--- config.mk ---
export PLATFORM = sky130hd
export DESIGN_NAME = snb_div
export DESIGN_NICKNAME = d
export VERILOG_FILES = /design/src/star_neighbourhood_rgb_blur_macros.svh /design/src/snb_div.sv
export SDC_FILE = /design/constraint.sdc
export NUM_CORES = 1
export LEC_CHECK = 0
export BUFFER_PORTS_ARGS = -buffer_cell sky130_fd_sc_hd__buf_2
export CAP_MARGIN = 20
export CORE_MARGIN = 2
export CORE_UTILIZATION = 39
export CTS_BUF_LIST = sky130_fd_sc_hd__clkbuf_8
export DETAILED_ROUTE_END_ITERATION = 10
export SYNTH_ARGS = -nofsm -noshare
export SYNTH_HDL_FRONTEND = slang
export SYNTH_SLANG_ARGS = --single-unit
--- constraint.sdc ---
create_clock -name clk -period 3 [get_ports clk]
set_input_delay 0.45 -clock clk [delete_from_list [all_inputs] [get_ports clk]]
set_output_delay 0.45 -clock clk [all_outputs]
set_load 0.03 [all_outputs]
--- src/star_neighbourhood_rgb_blur_macros.svh ---
// assertion macros for the star blur block
`ifndef STAR_NEIGHBOURHOOD_RGB_BLUR_MACROS_SVH
`define STAR_NEIGHBOURHOOD_RGB_BLUR_MACROS_SVH
// implication checked on every clock edge outside reset
`define SNB_ASSERT_IMP(label, ante, cons, msg) \
  label: assert property (@(posedge clk) disable iff (!rst_n) (ante) |-> (cons)) else $error(msg);
// implication checked in the next cycle
`define SNB_ASSERT_NXT(label, ante, cons, msg) \
  label: assert property (@(posedge clk) disable iff (!rst_n) (ante) |=> (cons)) else $error(msg);
`endif

--- src/snb_div.sv ---
// restoring divider: 16-bit sum by 10-bit count, one quotient bit per cycle
module snb_div (
  input  logic        clk,
  input  logic        rst_n,
  input  logic        start,
  input  logic [15:0] dividend,
  input  logic [9:0]  divisor,
  output logic        done,
  output logic [7:0]  quotient
);
  logic [15:0] rem_r, rem_nxt;
  logic [15:0] quo_r, quo_nxt;
  logic [9:0]  dvs_r;
  logic [4:0]  cnt_r, cnt_nxt;
  logic        busy_r, busy_nxt;
  logic [16:0] trial;

  always_comb begin
    rem_nxt  = rem_r;
    quo_nxt  = quo_r;
    cnt_nxt  = cnt_r;
    busy_nxt = busy_r;
    trial    = {rem_r, quo_r[15]};
    if (start) begin
      rem_nxt  = '0;
      quo_nxt  = dividend;
      cnt_nxt  = 5'd16;
      busy_nxt = 1'b1;
    end else if (busy_r) begin
      if (trial >= {7'd0, dvs_r}) begin
        rem_nxt = 16'(trial - {7'd0, dvs_r});
        quo_nxt = {quo_r[14:0], 1'b1};
      end else begin
        rem_nxt = trial[15:0];
        quo_nxt = {quo_r[14:0], 1'b0};
      end
      cnt_nxt = cnt_r - 5'd1;
      if (cnt_r == 5'd1) begin
        busy_nxt = 1'b0;
      end
    end
  end

  always_ff @(posedge clk) begin
    if (!rst_n) begin
      busy_r <= 1'b0;
      cnt_r  <= '0;
    end else begin
      busy_r <= busy_nxt;
      cnt_r  <= cnt_nxt;
    end
    rem_r <= rem_nxt;
    quo_r <= quo_nxt;
    if (start) begin
      dvs_r <= divisor;
    end
  end

  assign done     = busy_r && (cnt_r == 5'd1);
  assign quotient = quo_nxt[7:0];
endmodule

Yosys cells after proc, flatten, opt, wreduce, memory -nomap -nowiden:

Cells that the tools add are included.

* logic and storage cells: 24
* output and inout port bits: 9
* input port bits: 29
* register bits after elaboration: 48

* $add $sub $neg: 2
* bitwise gates (word level): 1
* reductions and logical operators: 3
* equal/unequal tests: 1
* order comparisons: 1
* multiplexer cells: 9

Operators with widths (count)
* 16-bit two-way mux: 3
* 17-bit by 10-bit >= comparator with 1-bit output: 1
* 16-bit by 10-bit subtractor with 16-bit output: 1
* 5-bit two-way mux: 2
* 5-bit by 1-bit equality test with 1-bit output (second input constant): 1
* 5-bit by 1-bit subtractor with 5-bit output (second input constant): 1
* 1-bit two-way mux: 4
* 2-bit nonzero test: 1
* 2-bit OR reduction: 1
* 1-bit logical AND: 1
* 1-bit inverter: 1

Depth between registers and ports, before layout:

* word-level depth: 4
* depth in mapped cells: 10
* depth with buffers taken out: 9

Least setup slack after synthesis:

No wires, ideal clock.

* kind: register to output
* start: reg dvs_r[1]
* end: out quotient[0]
* stages on the path, launching flop included: 11
* data arrival time: 2.077 ns
* data required time: 2.550 ns
* path slack: 0.473 ns
* buffers on the path: 2
* cell sequence: edfxtp_1 inv_1 ha_1 and2b_1 o2111ai_1 a211o_1 and3_4 buf_6 a211oi_1 a21o_1 buf_4

* word-level cells in the longest chain between the ends: 4

RTL lines
* start: declaration: RTL line snb_div.sv:13 `logic [9:0] dvs_r;`
* start signal: assignment: RTL line snb_div.sv:55 `dvs_r <= divisor;`
* 17-bit by 10-bit >= comparator with 1-bit output: RTL line snb_div.sv:30 `if (trial >= {7'd0, dvs_r}) begin`
* 1-bit two-way mux: RTL line snb_div.sv:30
* 16-bit two-way mux: RTL line snb_div.sv:29 `end else if (busy_r) begin`
* 16-bit two-way mux: RTL line snb_div.sv:24 `if (start) begin`
* end: declaration: RTL line snb_div.sv:9 `output logic [7:0] quotient`

Every way passes these cells. The select of a mux whose other input is x is not followed.

Worst setup path in the final report:

* start: reg quo_r[15]
* end: out quotient[0]

* word-level cells in the longest chain between the ends: 4

RTL lines
* start: declaration: RTL line snb_div.sv:12 `logic [15:0] quo_r, quo_nxt;`
* start signal: assignment: RTL line snb_div.sv:53 `quo_r <= quo_nxt;`
* 17-bit by 10-bit >= comparator with 1-bit output: RTL line snb_div.sv:30
* 1-bit two-way mux: RTL line snb_div.sv:30
* 16-bit two-way mux: RTL line snb_div.sv:29
* 16-bit two-way mux: RTL line snb_div.sv:24

Every way passes these cells. The select of a mux whose other input is x is not followed.

==> key figures <==
Synthesis
  – Synth warn: 0
  – Post-synth EDFFs: 18
  – Mapped Cells: 269
  – Yosys top cell area share: 0.2294
  – Yosys reg bits: 48
  – Syn Area/Cell: 9.731 um^2
  – Mapped Area: 2618 um^2
  – Sequential area share after synthesis: 0.4359
  – Largest area contributor in the netlist: dfxtp_1
  – Post-synthesis net count: 311
  – Top cells by area, synth: dfxtp_1 (23%), edfxtp_1 (21%), ha_1 (5.7%)
  – Synth cell types: 50
  – Async set-reset flop share out of synthesis: 0
  – Post-synth top flop: dfxtp_1

Layout
  – Commonest non-fill, non-tap cell in the layout: buf_2
  – Area of the multi-input gates: 1364 um^2
  – Ant. Diodes: 0
  – Fin area: 2995 um^2
  – FILL cells: 610
  – Area Overhead vs Synth: 14.44%
  – Nets@finish: 342
  – Reg area: 1141 um^2
  – Commonest cells after routing, fill and taps aside: buf_2 (36), dfxtp_1 (30), nor2_1 (27)
  – Share of cells above drive strength 1: 0.2292

Power and ir drop
  – Combinational Power Share: 0.325
  – Clk pwr share: 0.224
  – Sw Ratio: 0.3315
  – Pleak: 1.262 nW
  – P_sw: 0.0005873 W
  – Pwr dens: 591.5 nW/um^2
  – Worst VDD drop: 0.2835 mV
  – Register share of total power: 0.451
  – Internal power: 0.001184 W

Worst setup path
  – CP startpoint kind: register
  – CP top delay family: compound AO/OA/AOI/OAI gates
  – Crit-path cells: inv_1, ha_1, and2b_2, o2111ai_4, a211o_1, and3_4, a211oi_2, a21o_1, clkbuf_4
  – Biggest cell delay along the critical path: 360 ps
  – Critical Path Sink Type: primary output
  – WP depth: 9
  – Worst reg2reg path startpoint: quo_r[15]
  – Critical path launch point: quo_r[15]
  – Buf+Inv Stages, Crit Path: 2
  – Worst path slowest cell: edfxtp_1
  – Critical Path Fanout Max: 8
  – Worst Path Arrival: 2410 ps
  – Critical path class: register to primary output
  – R2R depth: 9
  – Worst EP required: 2550 ps

Die
  – Starting Density: 0.4076
  – Row cnt: 29
  – Die Ht: 85.93 um
  – Core area: 6422 um^2
  – Io pins: 38
  – Die span in x: 85.93 um
  – Die footprint: 7383 um^2

Hold path
  – Worst hold path cell count: 1
  – Hold_sp: divisor[2]
  – Hold Crit Class: input pin to register

Placement
  – Placed Area: 2820 um^2
  – Input/output buffers: 37
  – GPL Wtd Cong: 0.7975
  – Post-DP HPWL: 3735 um

Global route
  – Largest net degree at the start of global routing: 34
  – Vias in the first global route: 1888
  – Total GRT Usage: 0.1485
  – GRT overflow: 0
  – First-pass GRT wire length: 8763 um
  – Initial antenna violation count: 0

Drt
  – Wire per inst: 13.52 um
  – Vias per inst: 5.180
  – Initial DRC Count: 154
  – Router iterations before antenna repair: 4
  – WL final: 5109 um
  – Routed Antenna Nets: 0
  – Vias: 1958
  – Drt drc: 0

STA
  – Worst slew pin tran: 657.9 ps
  – Slew Viols, Final: 0
  – Rel. slew slack: 0.5587
  – Post-route minimum period: 2856 ps
  – Final Cycle Share: 0.9520
  – Clock Skew: 6.292 ps
  – Endpoints failing setup: 0
  – Sum of negative setup slack: 0 ps
  – Fmax: 0.3502 GHz
  – Fin. Hold Viols: 0

Clock tree
  – Clock buffer depth: 2
  – CTS tree: yes
  – Hold Buf Count CTS: 0
  – Inserted Clock Buffers: 5
  – # clock sinks: 48
  – Clock-pin transition on the worst setup and hold timing paths: 90 ps
  – CTS H-tree lvls: 2
  – CTS Root Cell: clkbuf_8
  – Clk Latency, worst-skew pair: 300 ps

Status
  – Status: finished clean

Run
  – Max Cap Viol: 0
## worst reg2reg max path, cell delays in order (launching register included)
cell	delay (ps)
edfxtp_1	360
inv_1	50
ha_1	210
and2b_2	260
o2111ai_4	130
a211o_1	360
buf_4	150
a311oi_2	440
nand3_1	140
a311oi_1	250
## area by class of cell
type	instances	share of cell area
inverter	18	0.02256
sequential	48	0.3810
clock buffer	6	0.02757
multi-input combinational	184	0.4553
timing repair buffer	43	0.07769
clock inverter	2	0.003759
tap	77	0.03216
## final timing paths
| check | end | slack [ps] |
|---|---|---|
| worst max-delay path | quotient[0] | 140 |
| worst min-delay path | dvs_r[2] | 320 |
| worst max register to register | rem_r[14] | 570 |
| worst min register to register | cnt_r[1] | 500 |
## metal layers
metal,global-route usage,wire length (um)
met5,0,0
met4,0.04762,38
met3,0.03369,159
met2,0.2206,2289
met1,0.2132,2622
## cells by family after synthesis
group	after synthesis	share of synthesized area
AO/OA/AOI/OAI	68	0.1898
multiplexers	12	0.04589
XOR/XNOR	12	0.04015
buffers and inverters	37	0.06740
AND/OR/NAND/NOR	79	0.1558
flip-flops	48	0.4359
adder cells (fa/ha/maj)	13	0.06501
## power by group through the flow
stage / registers [W] / logic, W / clock network [W]
final: 0.000799 / 0.000576 / 0.000397
after global routing: 0.000809 / 0.000650 / 0.000437
after CTS: 0.000799 / 0.000547 / 0.000411
after detailed placement: 0.000814 / 0.000543 / 0
after global placement: 0.000812 / 0.000539 / 0
after floorplan: 0.000798 / 0.000460 / 0
## sequential cells by signal, indices dropped and copies added, names as in the netlist
| signal | cells |
|---|---|
| quo_r | 16 |
| cnt_r | 5 |
| busy_r | 1 |
| dvs_r | 10 |
| rem_r | 16 |
## Yosys cell counts (2+ instances only)
| cell | number |
|---|---|
| a21oi_1 | 8 |
| xor2_1 | 4 |
| a211oi_1 | 12 |
| nor4_1 | 2 |
| or3_1 | 2 |
| a311oi_2 | 2 |
| o21a_1 | 4 |
| nand2b_1 | 3 |
| nand2_1 | 21 |
| buf_4 | 8 |
| a311oi_1 | 5 |
| nor2_1 | 27 |
| dfxtp_1 | 30 |
| o21ai_0 | 12 |
| clkbuf_1 | 9 |
| nand3_1 | 6 |
| ha_1 | 12 |
| nor3_1 | 3 |
| a22o_1 | 9 |
| a21o_1 | 7 |
| nor2b_1 | 2 |
| mux2i_1 | 12 |
| xnor2_1 | 8 |
| edfxtp_1 | 18 |
| inv_1 | 18 |
## metrics by stage
| stage | hold WS (ps) | util | instances | setup WS, ps | power [W] |
|---|---|---|---|---|---|
| 2_1_floorplan | 463.5 | - | 269 | 473.5 | 0.001258 |
| 3_3_place_gp | 475.1 | 0.4391 | 368 | 443.6 | 0.001351 |
| 3_5_place_dp | 490.1 | 0.4391 | 368 | 344.7 | 0.001356 |
| 4_1_cts | 314.1 | 0.4537 | 376 | 28.39 | 0.001757 |
| 5_1_grt | 302.7 | 0.4664 | 378 | -23.57 | 0.001896 |
| 6_report | 324.9 | 0.4664 | 378 | 144.1 | 0.001772 |
## timing repair
item	4_1_cts	5_1_grt
pin swaps	1	2
setup endpoints to repair	1	1
resized for setup	0	14
endpoints found under the hold margin	0	0
buffers inserted	0	2
No activity file was read; power rests on OpenSTA's default activity.
